File: config.mk
export PLATFORM = sky130hd
export DESIGN_NAME = sorted_set_operation_counter
export DESIGN_NICKNAME = d
export VERILOG_FILES = /design/src/rtl/sso_pkg.sv /design/src/rtl/sso_copy_count.sv /design/src/rtl/sorted_set_operation_counter.sv
export SDC_FILE = /design/constraint.sdc
export NUM_CORES = 1
export LEC_CHECK = 0
export BUFFER_PORTS_ARGS = -buffer_cell sky130_fd_sc_hd__clkbuf_2
export CAP_MARGIN = 10
export CELL_PAD_IN_SITES_DETAIL_PLACEMENT = 1
export CELL_PAD_IN_SITES_GLOBAL_PLACEMENT = 1
export CORE_UTILIZATION = 45
export CTS_CLUSTER_DIAMETER = 60
export DETAILED_ROUTE_END_ITERATION = 8
export GPL_TIMING_DRIVEN = 0
export PLACE_DENSITY = 0.82
export REMOVE_ABC_BUFFERS = 1
export SETUP_SLACK_MARGIN = 0.3
export SYNTH_ARGS = -nofsm -noshare
export SYNTH_HDL_FRONTEND = slang
export SYNTH_SLANG_ARGS = --single-unit
File: constraint.sdc
create_clock -name clock -period 21 [get_ports clock]
set_input_delay 2.1 -clock clock [delete_from_list [all_inputs] [get_ports clock]]
set_output_delay 2.1 -clock clock [all_outputs]
set_load 0.005 [all_outputs]
File: src/rtl/sso_pkg.sv
// sso_pkg: shared types and constants of the sorted set-operation counter
// request and result payload structs, command codes and register indexes
// no dependencies
`default_nettype none

package sso_pkg;

   localparam int COUNT_WIDTH_DEFAULT = 32;
   localparam int KEY_WIDTH           = 64;
   localparam int FLAG_WIDTH          = 32;
   localparam int REPEAT_WIDTH        = 32;
   localparam int CSR_INDEX_WIDTH     = 2;
   localparam int CSR_DATA_WIDTH      = 32;

   typedef enum logic {
      CMD_ROW   = 1'b0,
      CMD_FLUSH = 1'b1
   } command_type;

   typedef enum logic [CSR_INDEX_WIDTH-1:0] {
      CSR_OP_MODE         = 2'd0,
      CSR_KEEP_DUPLICATES = 2'd1,
      CSR_LEFT_FLAG_VALUE = 2'd2
   } csr_index_type;

   typedef enum logic {
      OP_INTERSECT = 1'b0,
      OP_EXCEPT    = 1'b1
   } op_mode_type;

   typedef struct packed {
      command_type             command;
      logic [KEY_WIDTH-1:0]    row_key;
      logic                    flag_present;
      logic signed [FLAG_WIDTH-1:0] flag_value;
   } req_type;

   typedef struct packed {
      logic [KEY_WIDTH-1:0]    group_key;
      logic [REPEAT_WIDTH-1:0] repeat_count;
   } rsp_type;

endpackage

`default_nettype wire

File: src/rtl/sso_copy_count.sv
// sso_copy_count: copy count of a closed group from its left and right tallies
// intersect / except in distinct or all form, saturated to the result width
// depends on sso_pkg
`default_nettype none

module sso_copy_count #(
   parameter int COUNT_WIDTH = sso_pkg::COUNT_WIDTH_DEFAULT
) (
   input  wire logic                    [COUNT_WIDTH-1:0] left_tally,
   input  wire logic                    [COUNT_WIDTH-1:0] right_tally,
   input  wire sso_pkg::op_mode_type                      op_mode,
   input  wire logic                                      keep_duplicates,
   output logic                                           emit,
   output logic [sso_pkg::REPEAT_WIDTH-1:0]               repeat_count
);
   import sso_pkg::*;

   localparam int WIDE = (COUNT_WIDTH > REPEAT_WIDTH) ? COUNT_WIDTH : REPEAT_WIDTH;

   logic [COUNT_WIDTH-1:0] copies;
   logic [WIDE-1:0]        copies_wide;
   logic                   l_nz;
   logic                   r_nz;

   always_comb begin
      l_nz = (left_tally != '0);
      r_nz = (right_tally != '0);
      unique case (op_mode)
         OP_INTERSECT: begin
            if (keep_duplicates) begin
               copies = (left_tally < right_tally) ? left_tally : right_tally;
            end else begin
               copies = COUNT_WIDTH'(l_nz && r_nz);
            end
         end
         OP_EXCEPT: begin
            if (keep_duplicates) begin
               copies = (left_tally > right_tally) ? (left_tally - right_tally) : '0;
            end else begin
               copies = COUNT_WIDTH'(l_nz && !r_nz);
            end
         end
         default: copies = '0;
      endcase
      copies_wide = WIDE'(copies);
      emit        = (copies != '0);
      if (copies_wide > WIDE'({REPEAT_WIDTH{1'b1}})) begin
         repeat_count = '1;
      end else begin
         repeat_count = copies_wide[REPEAT_WIDTH-1:0];
      end
   end

endmodule

`default_nettype wire

File: src/rtl/sorted_set_operation_counter.sv
// sorted_set_operation_counter: top level of the sorted set-operation counter
// input register, group tally state and result register; uses sso_copy_count
// depends on sso_pkg
//
// usage:
//   req_* carries a key-sorted stream of rows and flush commands; a request is
//   taken at a clock edge with req_valid high and req_stall low.
//   rsp_* returns one result per closed group that emits copies: the group
//   key and the repeat count. a result is taken when rsp_valid is high and
//   rsp_stall is low.
//   csr_* writes op_mode, keep_duplicates and left_flag_value, one per edge
//   with csr_write high; the user must write only while idle (not enforced).
// timing:
//   one request per cycle while req_stall is low. a request is registered,
//   then compared with the open group and folded into the tallies; a result
//   it causes is loaded into the result register when the request leaves
//   the input register.
// reset and stall:
//   reset clears the group, tallies, config registers and both valid flags.
//   while rsp_stall holds a result, a request that would close an emitting
//   group waits in the input register and req_stall rises.
`default_nettype none

module sorted_set_operation_counter #(
   parameter int COUNT_WIDTH = sso_pkg::COUNT_WIDTH_DEFAULT
) (
   input  wire logic                                  clock,
   input  wire logic                                  reset,
   input  wire logic                                  req_valid,
   output logic                                       req_stall,
   input  wire sso_pkg::req_type                      req_data,
   output logic                                       rsp_valid,
   input  wire logic                                  rsp_stall,
   output sso_pkg::rsp_type                           rsp_data,
   input  wire logic                                  csr_write,
   input  wire logic [sso_pkg::CSR_INDEX_WIDTH-1:0]   csr_index,
   input  wire logic [sso_pkg::CSR_DATA_WIDTH-1:0]    csr_data
);
   import sso_pkg::*;

   op_mode_type                   op_mode_ff;
   logic                          keep_dup_ff;
   logic signed [FLAG_WIDTH-1:0]  left_flag_ff;

   logic                          s1_valid_ff;
   req_type                       s1_data_ff;

   logic [KEY_WIDTH-1:0]          held_key_ff;
   logic                          open_ff;
   logic [COUNT_WIDTH-1:0]        left_ff;
   logic [COUNT_WIDTH-1:0]        right_ff;

   logic                          rsp_valid_ff;
   rsp_type                       rsp_data_ff;

   logic                          is_right;
   logic                          closing;
   logic                          copy_emit;
   logic [REPEAT_WIDTH-1:0]       copy_repeat;
   logic                          emit;
   logic                          out_free;
   logic                          s1_go;

   sso_copy_count #(
      .COUNT_WIDTH(COUNT_WIDTH)
   ) u_copy_count (
      .left_tally      (left_ff),
      .right_tally     (right_ff),
      .op_mode         (op_mode_ff),
      .keep_duplicates (keep_dup_ff),
      .emit            (copy_emit),
      .repeat_count    (copy_repeat)
   );

   always_comb begin
      is_right  = s1_data_ff.flag_present && (s1_data_ff.flag_value != left_flag_ff);
      closing   = open_ff && ((s1_data_ff.command == CMD_FLUSH) ||
                              (s1_data_ff.row_key != held_key_ff));
      emit      = s1_valid_ff && closing && copy_emit;
      out_free  = !rsp_valid_ff || !rsp_stall;
      s1_go     = s1_valid_ff && (!emit || out_free);
      req_stall = s1_valid_ff && !s1_go;
      rsp_valid = rsp_valid_ff;
      rsp_data  = rsp_data_ff;
   end

   // configuration registers
   always_ff @(posedge clock) begin
      if (reset) begin
         op_mode_ff   <= OP_INTERSECT;
         keep_dup_ff  <= 1'b0;
         left_flag_ff <= '0;
      end else if (csr_write) begin
         unique case (csr_index)
            CSR_OP_MODE:         op_mode_ff   <= op_mode_type'(csr_data[0]);
            CSR_KEEP_DUPLICATES: keep_dup_ff  <= csr_data[0];
            CSR_LEFT_FLAG_VALUE: left_flag_ff <= FLAG_WIDTH'(csr_data);
            default: ;
         endcase
      end
   end

   // input register
   always_ff @(posedge clock) begin
      if (reset) begin
         s1_valid_ff <= 1'b0;
      end else if (!req_stall) begin
         s1_valid_ff <= req_valid;
      end
      if (!req_stall && req_valid) begin
         s1_data_ff <= req_data;
      end
   end

   // group state
   always_ff @(posedge clock) begin
      if (reset) begin
         open_ff     <= 1'b0;
         held_key_ff <= '0;
         left_ff     <= '0;
         right_ff    <= '0;
      end else if (s1_go) begin
         if (s1_data_ff.command == CMD_FLUSH) begin
            open_ff <= 1'b0;
         end else if (!open_ff || closing) begin
            open_ff     <= 1'b1;
            held_key_ff <= s1_data_ff.row_key;
            left_ff     <= COUNT_WIDTH'(!is_right);
            right_ff    <= COUNT_WIDTH'(is_right);
         end else if (is_right) begin
            right_ff <= (right_ff == '1) ? right_ff : right_ff + 1'b1;
         end else begin
            left_ff <= (left_ff == '1) ? left_ff : left_ff + 1'b1;
         end
      end
   end

   // result register
   always_ff @(posedge clock) begin
      if (reset) begin
         rsp_valid_ff <= 1'b0;
      end else if (out_free) begin
         rsp_valid_ff <= s1_go && emit;
      end
      if (out_free && s1_go && emit) begin
         rsp_data_ff.group_key    <= held_key_ff;
         rsp_data_ff.repeat_count <= copy_repeat;
      end
   end

endmodule

`default_nettype wire

Word-level counts from Yosys, hierarchy flattened
Cells that the tools add are included.
{"block": "classes", "addsub": 3, "n_lt_le_gt_ge": 3, "n_eq_ne": 9, "n_mux": 13, "n_bitwise": 2, "reduce_logical": 37}
{"cell": "2-to-1 mux 32 bit", "n": 10}
{"cell": "nonzero test 32 bit", "n": 3}
{"cell": "adder 32 x 1 -> 32 bit (second input constant)", "n": 2}
{"cell": "== test 32 bit (second input constant)", "n": 2}
{"cell": "!= test 64 bit", "n": 1}
{"cell": "one-hot mux 32 bit (2 select lines)", "n": 1}
{"cell": "greater-than comparator 32 bit", "n": 1}
{"cell": "greater-than comparator 32 bit (second input constant)", "n": 1}
{"cell": "less-than comparator 32 bit", "n": 1}
{"cell": "!= test 32 bit", "n": 1}
{"cell": "subtractor 32 bit", "n": 1}
{"cell": "logical AND 1 bit", "n": 12}
{"cell": "zero test 1 bit", "n": 8}
{"cell": "AND reduction 2 bit", "n": 4}
{"cell": "AND reduction 4 bit", "n": 2}
{"cell": "logical OR 1 bit", "n": 4}
{"cell": "!= test 2 bit (second input constant)", "n": 2}
{"cell": "nonzero test 2 bit", "n": 2}
{"cell": "AND reduction 3 bit", "n": 1}
{"cell": "== test 2 x 1 -> 1 bit (second input constant)", "n": 1}
{"cell": "== test 2 bit (second input constant)", "n": 1}
{"cell": "zero test 2 bit", "n": 1}
{"cell": "2-to-1 mux 1 bit", "n": 2}
{"cell": "!= test 2 x 1 -> 1 bit (second input constant)", "n": 1}
{"cell": "NOT 1 bit", "n": 2}
{"block": "totals", "reg_bits": 359, "in_bits": 137, "output_inout_bits": 98, "word_cells": 82}

Logic depth before layout (Yosys ltp)
Gate-level depths: netlist of the first run.
{"block": "logic_depth", "depth_word": 14, "mapped_depth": 21, "depth_no_buf": 15}

Hierarchy
A second synthesis of the first run with hierarchy kept.
{"block": "unflattened", "hier_cells": 1704, "hier_area_um2": 16834.9}
{"module": "sorted_set_operation_counter", "instances": 1, "cells_per_inst": 1251, "area_per_inst_um2": 13969.6, "seq_area_each_um2": 9128.8}
{"module": "sso_copy_count", "instances": 1, "cells_per_inst": 453, "area_per_inst_um2": 2865.2, "seq_area_each_um2": 0.0}

Worst setup path after synthesis of the first run
No wires, ideal clock.
{"block": "synth_timing", "kind": "reg-to-reg", "startpoint": "register left_ff[0]", "endpoint": "register s1_data_ff[0] (netlist bit), enable pin", "setup_ns": 0.566, "arrival_ns": 7.720, "t_required_ns": 20.434, "path_slack_ns": 12.714, "path_stages_with_launch": 17, "n_path_buf": 1, "period_less_slack_ns": 8.286, "path_cell_list": "dfxtp_1 -> inv_1 -> ha_1 -> fa_1 -> nand2b_1 -> a21o_1 -> a31oi_2 -> o211ai_1 -> and2_1 -> buf_2 -> a221o_1 -> or3_1 -> nor4b_2 -> nand4_1 -> o211ai_1 -> nor2_1 -> nor2b_1"}
{"block": "synth_between", "elab_chain_len": 13, "elab_cells_between_ends": 20, "cone_classes": "add/sub: 1; order compare: 2; mux: 5; reduce/logical: 12"}
{"element": "start: declaration", "line": "sorted_set_operation_counter.sv:50", "rtl": "logic [COUNT_WIDTH-1:0] left_ff;"}
{"element": "start signal: assignment", "line": "sorted_set_operation_counter.sv:128", "rtl": "left_ff <= COUNT_WIDTH'(!is_right);"}
{"element": "start signal: assignment", "line": "sorted_set_operation_counter.sv:133", "rtl": "left_ff <= (left_ff == '1) ? left_ff : left_ff + 1'b1;"}
{"element": "subtractor 32 bit, or another cell as far along", "line": "sso_copy_count.sv:38", "rtl": "copies = (left_tally > right_tally) ? (left_tally - right_tally) : '0;"}
{"element": "2-to-1 mux 32 bit, on equally long branches", "line": "sso_copy_count.sv:38, sso_copy_count.sv:31"}
{"element": "2-to-1 mux 32 bit, on equally long branches", "line": "sso_copy_count.sv:37, sso_copy_count.sv:30"}
{"element": "one-hot mux 32 bit (2 select lines) *", "line": "sso_copy_count.sv:28", "rtl": "unique case (op_mode)"}
{"element": "named net u_copy_count.copies[21]", "line": "sso_copy_count.sv:20", "rtl": "logic [COUNT_WIDTH-1:0] copies;"}
{"element": "nonzero test 32 bit *", "line": "sso_copy_count.sv:46", "rtl": "emit = (copies != '0);"}
{"element": "logical AND 1 bit *", "line": "sorted_set_operation_counter.sv:79", "rtl": "emit = s1_valid_ff && closing && copy_emit;"}
{"element": "zero test 1 bit *", "line": "sorted_set_operation_counter.sv:81", "rtl": "s1_go = s1_valid_ff && (!emit || out_free);"}
{"element": "logical OR 1 bit *", "line": "sorted_set_operation_counter.sv:81"}
{"element": "logical AND 1 bit *", "line": "sorted_set_operation_counter.sv:81"}
{"element": "zero test 1 bit *", "line": "sorted_set_operation_counter.sv:82", "rtl": "req_stall = s1_valid_ff && !s1_go;"}
{"element": "logical AND 1 bit *", "line": "sorted_set_operation_counter.sv:82"}
{"element": "named net req_stall", "line": "sorted_set_operation_counter.sv:30", "rtl": "output logic req_stall,"}
{"element": "zero test 1 bit *", "line": "sorted_set_operation_counter.sv:110", "rtl": "if (!req_stall && req_valid) begin"}
{"element": "logical AND 1 bit *", "line": "sorted_set_operation_counter.sv:110"}
{"element": "end signal: assignment", "line": "sorted_set_operation_counter.sv:111", "rtl": "s1_data_ff <= req_data;"}
{"element": "end: declaration", "line": "sorted_set_operation_counter.sv:46", "rtl": "req_type s1_data_ff;"}
Mark *: on every way through the listed nets, which the timed path passes. The rest lies on a longest branch.
A chain may end at the register's enable or synchronous reset.

Worst setup path in the final report of the first run
{"block": "layout_timing", "startpoint": "register right_ff[25]", "endpoint": "output port req_stall"}
{"block": "layout_between", "elab_chain_len": 12, "elab_cells_between_ends": 19, "cone_classes": "add/sub: 1; order compare: 2; mux: 5; reduce/logical: 11"}
{"element": "start: declaration", "line": "sorted_set_operation_counter.sv:51", "rtl": "logic [COUNT_WIDTH-1:0] right_ff;"}
{"element": "start signal: assignment", "line": "sorted_set_operation_counter.sv:129", "rtl": "right_ff <= COUNT_WIDTH'(is_right);"}
{"element": "start signal: assignment", "line": "sorted_set_operation_counter.sv:131", "rtl": "right_ff <= (right_ff == '1) ? right_ff : right_ff + 1'b1;"}
{"element": "branches (longest 4 deep; another with subtractor 32 bit)"}
{"element": "one-hot mux 32 bit (2 select lines) *", "line": "sso_copy_count.sv:28"}
{"element": "nonzero test 32 bit *", "line": "sso_copy_count.sv:46"}
{"element": "logical AND 1 bit *", "line": "sorted_set_operation_counter.sv:79"}
{"element": "zero test 1 bit *", "line": "sorted_set_operation_counter.sv:81"}
{"element": "logical OR 1 bit *", "line": "sorted_set_operation_counter.sv:81"}
{"element": "logical AND 1 bit *", "line": "sorted_set_operation_counter.sv:81"}
{"element": "zero test 1 bit *", "line": "sorted_set_operation_counter.sv:82"}
{"element": "logical AND 1 bit *", "line": "sorted_set_operation_counter.sv:82"}
{"element": "end: declaration", "line": "sorted_set_operation_counter.sv:30"}
Every way passes the cells marked *.

==> flow_metrics.env, run 1 <==
export IMPL_ant_nets=0
export IMPL_cellLeakagePower_nw=8.07
export IMPL_vias_in_the_first_global_route=15800
export IMPL_cts_repair_resized=0
export IMPL_synth_largest_area_cell="sky130_fd_sc_hd__edfxtp_1"
export IMPL_postSynthRegisterBits=359
export IMPL_final_weighted_congestion_in_routability_driven_placement=0.946
export IMPL_drive_gt1_share_pct=17.1
export IMPL_cts_buffers=42
export IMPL_vdd_ir_drop_max_v=0.0000697
export IMPL_total_drc_errors_in_the_routed_layout=0
export IMPL_tritoncts_clock_tree="built"
export IMPL_drv_slew=0
export IMPL_number_of_buffers_inserted_by_post_cts_setup_repair=0
export IMPL_syn2layout_area_growth_pct=18.2
export IMPL_dieHeight_um=200
export IMPL_chipWidth_um=200
export IMPL_synth_cell_area_um2=17600
export IMPL_clk_insertion_delay_late_ns=0.59
export IMPL_finalCriticalPeriod_ns=8.59
export IMPL_highest_clock_rate_ghz=0.116
export IMPL_sum_neg_setup_slack_ns=0
export IMPL_endpoint_type_of_the_worst_setup_path="primary output"
export IMPL_synth_enable_flop_cells=194
export IMPL_detailedRoute_firstIterationViolations=951
export IMPL_dieArea_um2=39900
export IMPL_wl_per_cell_um=23.4
export IMPL_grt_antenna_before_repair=1
export IMPL_drv_cap=0
export IMPL_timing_final_crit_share_pct=40.9
export IMPL_dr_pass1_iters=5
export IMPL_floorplan_initialDensity_pct=45.6
export IMPL_grt_pass1_wl_um=90000
export IMPL_setup_viol=0
export IMPL_ffs_w_async_s_r_synth_pct=0
export IMPL_htree_num_levels=2
export IMPL_synthDominantCellAreaShare_pct=33.1
export IMPL_timing_critical_path_required_ns=18.90
export IMPL_layout_nets=2149
export IMPL_start_kind="register"
export IMPL_synth_cells=1774
export IMPL_clock_sinks=359
export IMPL_cts_root_buffer="sky130_fd_sc_hd__clkbuf_16"
export IMPL_grt_max_degree=119
export IMPL_run_status="complete, no violations"
export IMPL_grt_setup_unrepaired="no"
export IMPL_worst_path_max_fanout=50
export IMPL_synth_top_cells_by_area="sky130_fd_sc_hd__edfxtp_1 33%, sky130_fd_sc_hd__dfxtp_1 19%, sky130_fd_sc_hd__nand2_1 6.3%"
export IMPL_power_density_nw_per_um2=76.1
export IMPL_post_synth_cell_types=85
export IMPL_data_arrival_time_at_the_worst_slack_endpoint_ns=6.49
export IMPL_hold_viol_final=0
export IMPL_slew_headroom_pct=28.5
export IMPL_cts_hold_buf=0
export IMPL_worstMarginPinSlew_ns=1.06
export IMPL_power_w=0.00158
export IMPL_via_count=15200
export IMPL_port_buffers=234
export IMPL_holdCritPathClass="reg2reg"
export IMPL_synth_avg_cell_area_um2=9.93
export IMPL_synth_seq_area_share_pct=51.8
export IMPL_hold_ws_ns=0.465
export IMPL_dominant_synthesized_flop_cell="sky130_fd_sc_hd__edfxtp_1"
export IMPL_critPathKind="reg2out"
export IMPL_gr_total_overflow=0
export IMPL_i_o_pin_total=235
export IMPL_drt_total_wl_um=59100
export IMPL_yosys_warnings=0
export IMPL_vias_per_cell=6.01
export IMPL_core_region_area_um2=38600
export IMPL_final_fill_count=4275
export IMPL_final_critical_path_setup_slack_ns=12.41
export IMPL_max_clock_path_buffers=3
export IMPL_gr_util_all_layers_pct=29.3
export IMPL_finClkSkew_ns=0.0371
export IMPL_placementRows=72
export IMPL_placement_setup_slack_ns=13.28
export IMPL_dp_hpwl_um=40800
export IMPL_clock_transition_at_the_register_clock_pins_on_the_worst_setup_and_hold_paths_after_cts_ns=0.06
## cells in the final DEF, fill, tap and decap left out, types with 9 or more instances in the layout
| cell | netlist | layout |
|---|---|---|
| sky130_fd_sc_hd__clkbuf_16 | 0 | 44 |
| sky130_fd_sc_hd__nor4_1 | 37 | 37 |
| sky130_fd_sc_hd__a211oi_1 | 10 | 10 |
| sky130_fd_sc_hd__and3_1 | 21 | 21 |
| sky130_fd_sc_hd__ha_1 | 36 | 36 |
| sky130_fd_sc_hd__nand3b_1 | 10 | 10 |
| sky130_fd_sc_hd__nand3_1 | 47 | 47 |
| sky130_fd_sc_hd__nor2b_1 | 10 | 9 |
| sky130_fd_sc_hd__nand4_1 | 34 | 34 |
| sky130_fd_sc_hd__nor2_1 | 69 | 69 |
| sky130_fd_sc_hd__clkbuf_1 | 73 | 15 |
| sky130_fd_sc_hd__clkbuf_2 | 1 | 233 |
| sky130_fd_sc_hd__inv_1 | 71 | 71 |
| sky130_fd_sc_hd__nand2b_1 | 10 | 9 |
| sky130_fd_sc_hd__nand2_1 | 297 | 296 |
| sky130_fd_sc_hd__a311oi_1 | 11 | 11 |
| sky130_fd_sc_hd__o311ai_1 | 25 | 25 |
| sky130_fd_sc_hd__o31ai_1 | 16 | 16 |
| sky130_fd_sc_hd__xor2_1 | 78 | 78 |
| sky130_fd_sc_hd__xnor2_1 | 16 | 16 |
| sky130_fd_sc_hd__or3_1 | 10 | 10 |
| sky130_fd_sc_hd__edfxtp_1 | 194 | 194 |
| sky130_fd_sc_hd__a21o_1 | 11 | 11 |
| sky130_fd_sc_hd__o21ai_0 | 59 | 59 |
| sky130_fd_sc_hd__dfxtp_1 | 165 | 165 |
| sky130_fd_sc_hd__mux2i_1 | 68 | 68 |
| sky130_fd_sc_hd__nor3_1 | 32 | 32 |
| sky130_fd_sc_hd__a31oi_1 | 28 | 27 |
| sky130_fd_sc_hd__buf_16 | 0 | 9 |
| sky130_fd_sc_hd__a21oi_1 | 155 | 154 |
| sky130_fd_sc_hd__o22ai_1 | 18 | 18 |
## sequential cells by signal (all words and copies together) (netlist names)
signal        flops
held_key_ff      64
keep_dup_ff       1
left_ff          32
left_flag_ff     32
op_mode_ff        1
open_ff           1
right_ff         32
rsp_data         96
rsp_valid         1
s1_data_ff       98
s1_valid_ff       1
## cells by family (layout without fill, tap and decap cells)
kind of cell	after synthesis	count (layout)	share of synthesized area, %
other	0	1	0
multiplexers	72	72	4.12
AND/OR/NAND/NOR	613	613	16.6
XOR/XNOR	94	94	4.67
AO/OA/AOI/OAI	429	429	15.7
buffers and inverters	170	403	4.34
flip-flops	359	359	51.8
adder cells (fa/ha/maj)	37	37	2.67
## area by class of cell
| cell class | count | area [um^2] | area share (%) |
|---|---|---|---|
| Antenna cell | 1 | 2.50 | 0.0120 |
| Clock buffer | 65 | 1240 | 5.96 |
| Clock inverter | 11 | 125 | 0.601 |
| Inverter | 73 | 279 | 1.34 |
| Multi-Input combinational cell | 1245 | 7770 | 37.3 |
| Sequential cell | 359 | 9130 | 43.8 |
| Tap cell | 518 | 648 | 3.11 |
| Timing Repair Buffer | 254 | 1630 | 7.81 |
## routing by layer
metal / global-route usage (%) / part of all wire, % / vias to the layer above
met4: 10.5 / 2.7 / 2
met1: 36.4 / 40 / 7588
li1: - / - / 6956
met2: 50.6 / 50 / 530
met5: 0 / 0.022 / -
met3: 5.54 / 6.8 / 100
## worst max-delay path, cell delays in order (launching register included)
cell and delay (ns):
sky130_fd_sc_hd__dfxtp_1 0.48, sky130_fd_sc_hd__inv_1 0.08, sky130_fd_sc_hd__ha_1 0.41, sky130_fd_sc_hd__a21o_1 0.20
sky130_fd_sc_hd__a311oi_1 0.41, sky130_fd_sc_hd__o221ai_1 0.17, sky130_fd_sc_hd__a21oi_1 0.76, sky130_fd_sc_hd__and2_2 0.98
sky130_fd_sc_hd__mux2_2 0.46, sky130_fd_sc_hd__o211ai_1 0.15, sky130_fd_sc_hd__and4b_1 0.28, sky130_fd_sc_hd__a31oi_1 0.55
sky130_fd_sc_hd__o211ai_1 0.33, sky130_fd_sc_hd__nor2_1 0.39, sky130_fd_sc_hd__clkbuf_2 0.23
## worst paths after layout
path	slack [ns]	cells after the start	from	to
hold reg to reg	0.46	0	held_key_ff[6]$_SDFFE_PP0P_	rsp_data[38]$_DFFE_PP_
setup reg to reg	13.95	16	right_ff[25]$_SDFFE_PP0P_	rsp_data[8]$_DFFE_PP_
setup / recovery	12.41	14	right_ff[25]$_SDFFE_PP0P_	req_stall
hold / removal	0.46	0	held_key_ff[6]$_SDFFE_PP0P_	rsp_data[38]$_DFFE_PP_
## synthesized netlist by cell type (all sizes together) (11+ instances only)
master,number
edfxtp,194
nor2,69
dfxtp,165
clkbuf,74
o311ai,28
nor3,33
xor2,78
ha,36
o21ai,64
a21oi,157
nand3,47
and3,21
nand2,297
nor4,39
a21o,11
inv,71
nand4,36
mux2i,68
buf,23
xnor2,16
o31ai,16
a311oi,11
o22ai,18
a31oi,29
## power breakdown
part | switching [W] | internal, W | leakage, nW
clock network | 0.000305 | 0.000423 | 0.662
logic | 0.0000501 | 0.0000337 | 4.15
registers | 0.0000146 | 0.000758 | 3.26
total | 0.000369 | 0.00121 | 8.07
## through the flow
| stage | util [%] | cell area (um^2) | instances |
|---|---|---|---|
| after global routing | 53.9 | 20800 | 2525 |
| after CTS | 53.7 | 20800 | 2523 |
| final | 53.9 | 20800 | 2526 |
| after detailed placement | 50.2 | 19400 | 2447 |
| after floorplan | - | 17100 | 1677 |
| after global placement | 49.0 | 18900 | 2429 |
Note: power is estimated with default switching activity, not from simulation.
==> run 2, diff against run 1 <==
ABC_AREA = 1   (was not set)
CORE_UTILIZATION = 43   (was 45)
clock period = 8.45 ns   (was 21 ns; I/O delays follow)
==> flow_metrics.env, run 2 <==
export IMPL_grt_antenna_before_repair=4
export IMPL_grt_setup_unrepaired="no"
export IMPL_ant_nets=0
export IMPL_synth_cells=2491
export IMPL_dp_hpwl_um=43700
export IMPL_met3_routed_wl_um=4430
export IMPL_uppermost_layer_routed="met5"
export IMPL_timing_final_crit_share_pct=76.5
export IMPL_largest_register_ff_count=98
export IMPL_grt_pass1_wl_um=96400
export IMPL_met1Wirelength_um=25200
export IMPL_syn2layout_area_growth_pct=16.1
export IMPL_yosys_warnings=0
export IMPL_sum_neg_setup_slack_ns=0
export IMPL_placement_setup_slack_ns=2.20
export IMPL_critical_path_startpoint="right_ff[28]$_SDFFE_PP0P_"
export IMPL_worst_r2r_setup_slack_ns=2.12
export IMPL_path_cells="inv_1 > ha_1 > nand2_1 > nor2_1 > nand2_1 > inv_1 > a21oi_4 > nand2_4 > nand2_2 > nor2_4 > nand2_1 > nand2_1 > nand2_1 > nand2_1 > nor2_1 > nand2_1 > nor2_1 > nand2_1 > nand3_4 > inv_1 > clkbuf_2"
export IMPL_total_drc_errors_in_the_routed_layout=0
export IMPL_port_buffers=234
export IMPL_dieHeight_um=212
export IMPL_dominant_synthesized_flop_cell="sky130_fd_sc_hd__edfxtp_1"
export IMPL_power_share_clock_pct=38.2
export IMPL_setup_viol=0
export IMPL_comb_power_share_pct=18.3
export IMPL_holdCritPathClass="reg2reg"
export IMPL_power_density_nw_per_um2=210
export IMPL_finalCriticalPeriod_ns=6.47
export IMPL_cts_buffers=42
export IMPL_wl_per_cell_um=18.6
export IMPL_drive_gt1_share_pct=12.7
export IMPL_post_synth_cell_types=45
export IMPL_timing_rr_end="right_ff[27]$_SDFFE_PP0P_"
export IMPL_timing_critical_path_slowest_stage_cell="sky130_fd_sc_hd__a21oi_4"
export IMPL_vdd_ir_drop_max_v=0.000142
export IMPL_run_status="complete, no violations"
export IMPL_sequentialPowerShare_pct=43.4
export IMPL_hold_viol_final=0
export IMPL_drv_slew=0
export IMPL_gr_total_overflow=0
export IMPL_synth_cell_area_um2=18900
export IMPL_critPathKind="reg2out"
export IMPL_grt_max_degree=81
export IMPL_worstMarginPinSlew_ns=1.18
export IMPL_timing_critical_path_required_ns=7.61
export IMPL_switchingPower_w=0.00144
export IMPL_i_o_pin_total=235
export IMPL_dieArea_um2=44800
export IMPL_r2r_start="right_ff[28]$_SDFFE_PP0P_"
export IMPL_data_arrival_time_at_the_worst_slack_endpoint_ns=5.62
export IMPL_endpoint_type_of_the_worst_setup_path="primary output"
export IMPL_vias_per_cell=5.21
export IMPL_postSynthRegisterBits=359
export IMPL_layout_nets=2876
export IMPL_finClkSkew_ns=0.0387
export IMPL_worst_path_max_fanout=41
export IMPL_number_of_buffers_inserted_by_post_cts_setup_repair=0
export IMPL_cts_repair_resized=0
export IMPL_met2_length_um=29800
export IMPL_final_cell_mix="718 x sky130_fd_sc_hd__nand2_1, 421 x sky130_fd_sc_hd__nor2_1, 323 x sky130_fd_sc_hd__inv_1"
export IMPL_ffs_w_async_s_r_synth_pct=0
export IMPL_synth_seq_area_share_pct=48.3
export IMPL_slew_headroom_pct=21.4
export IMPL_detailedRoute_firstIterationViolations=947
export IMPL_final_common_cell="sky130_fd_sc_hd__nand2_1"
export IMPL_placementRows=76
export IMPL_max_clock_path_buffers=3
export IMPL_synthDominantCellAreaShare_pct=30.8
export IMPL_maximum_single_stage_delay_on_the_critical_path_ns=0.91
export IMPL_tritoncts_clock_tree="built"
export IMPL_synthTopCellsByCount="718 x sky130_fd_sc_hd__nand2_1, 422 x sky130_fd_sc_hd__nor2_1, 325 x sky130_fd_sc_hd__inv_1, 194 x sky130_fd_sc_hd__edfxtp_1, 165 x sky130_fd_sc_hd__dfxtp_1"
export IMPL_floorplan_initialDensity_pct=43.7
export IMPL_via_count=17300
export IMPL_synth_top_cells_by_area="sky130_fd_sc_hd__edfxtp_1 31%, sky130_fd_sc_hd__dfxtp_1 17%, sky130_fd_sc_hd__nand2_1 14%"
export IMPL_clock_transition_at_the_register_clock_pins_on_the_worst_setup_and_hold_paths_after_cts_ns=0.06
export IMPL_highest_clock_rate_ghz=0.155
export IMPL_cellLeakagePower_nw=10.8
export IMPL_reg2regPathDepth=22
export IMPL_final_weighted_congestion_in_routability_driven_placement=0.950
export IMPL_vias_in_the_first_global_route=18300
export IMPL_internal_power_w=0.00318
export IMPL_clk_insertion_delay_late_ns=0.59
export IMPL_yosys_cell_count_top_type="sky130_fd_sc_hd__nand2_1"
export IMPL_synth_enable_flop_cells=194
export IMPL_chipWidth_um=212
export IMPL_power_share_switching_pct=31.1
export IMPL_final_critical_path_setup_slack_ns=1.98
export IMPL_dr_pass1_iters=5
export IMPL_start_kind="register"
export IMPL_cts_root_buffer="sky130_fd_sc_hd__clkbuf_16"
export IMPL_drv_cap=0
export IMPL_drt_total_wl_um=61900
export IMPL_critical_path_most_common_cell="sky130_fd_sc_hd__nand2_1"
export IMPL_htree_num_levels=2
export IMPL_synth_largest_area_cell="sky130_fd_sc_hd__edfxtp_1"
export IMPL_cts_hold_buf=0
export IMPL_synth_avg_cell_area_um2=7.60
export IMPL_gr_util_all_layers_pct=27.6
export IMPL_clock_sinks=359
export IMPL_worstSetupEndpoint="req_stall"
export IMPL_core_region_area_um2=43300
export IMPL_max_flop_register="s1_data_ff"
-- run 2: metal layers --
metal / up-vias / GRT usage [%]
met1: 8335 / 33.0
met4: 4 / 11.6
li1: 8327 / -
met2: 516 / 47.1
met3: 128 / 6.63
met5: - / 0
-- run 2: worst min path at each step --
stage                                             from                       end  depth (start not counted)
after global routing                      req_data[74]  s1_data_ff[74]$_DFFE_PP_                          1
after global placement    held_key_ff[29]$_SDFFE_PP0P_    rsp_data[61]$_DFFE_PP_                          0
after CTS                                 req_data[71]  s1_data_ff[71]$_DFFE_PP_                          1
after detailed placement  held_key_ff[51]$_SDFFE_PP0P_    rsp_data[83]$_DFFE_PP_                          0
final                     held_key_ff[55]$_SDFFE_PP0P_    rsp_data[87]$_DFFE_PP_                          0
after floorplan            held_key_ff[0]$_SDFFE_PP0P_    rsp_data[32]$_DFFE_PP_                          0
-- run 2: power by group through the flow --
stage               clock, W  combinational, W  sequential, W
floorplan                  0          0.000564        0.00202
global placement           0          0.000791        0.00204
detailed placement         0          0.000826        0.00204
CTS                  0.00180          0.000838        0.00201
global route         0.00187          0.000944        0.00201
finish               0.00176          0.000847        0.00201
-- run 2: layout make-up --
class                           count  area (um^2)
Inverter                          335         1270
Fill cell                        5455        21300
Multi-Input combinational cell   1720         8140
Antenna cell                        1         2.50
Tap cell                          585          732
Sequential cell                   359         9130
Clock inverter                     20          171
Timing Repair Buffer              244         1360
Clock buffer                       57         1170
-- run 2: worst max-delay path: cells and delay by family (launching register included) --
kind	cells	cell delay [ns]
compound gates	1	0.91
simple gates	15	2.71
fa+ha+maj	1	0.38
buf+inv	4	0.52
flops	1	0.50
-- run 2: logic make-up (layout without fill, tap and decap cells) --
family | after synthesis | in the layout | synth area share, %
flops | 359 | 359 | 48.3
simple gates | 1423 | 1423 | 31.4
buf+inv | 412 | 656 | 8.78
compound gates | 179 | 179 | 5.29
xor+xnor | 81 | 81 | 3.75
other cells | 0 | 1 | 0
fa+ha+maj | 37 | 37 | 2.49
-- run 2: stage by stage --
step                cells  hold slack, ns  total power (W)  cell area (um^2)  utilization, %
finish               3321           0.417          0.00462             22000            50.8
global route         3321           0.407          0.00482             22000            50.8
CTS                  3318           0.405          0.00464             21900            50.7
detailed placement   3241           0.420          0.00287             20600            47.6
global placement     3233           0.413          0.00283             20400            47.2
floorplan            2414           0.408          0.00258             18500               -
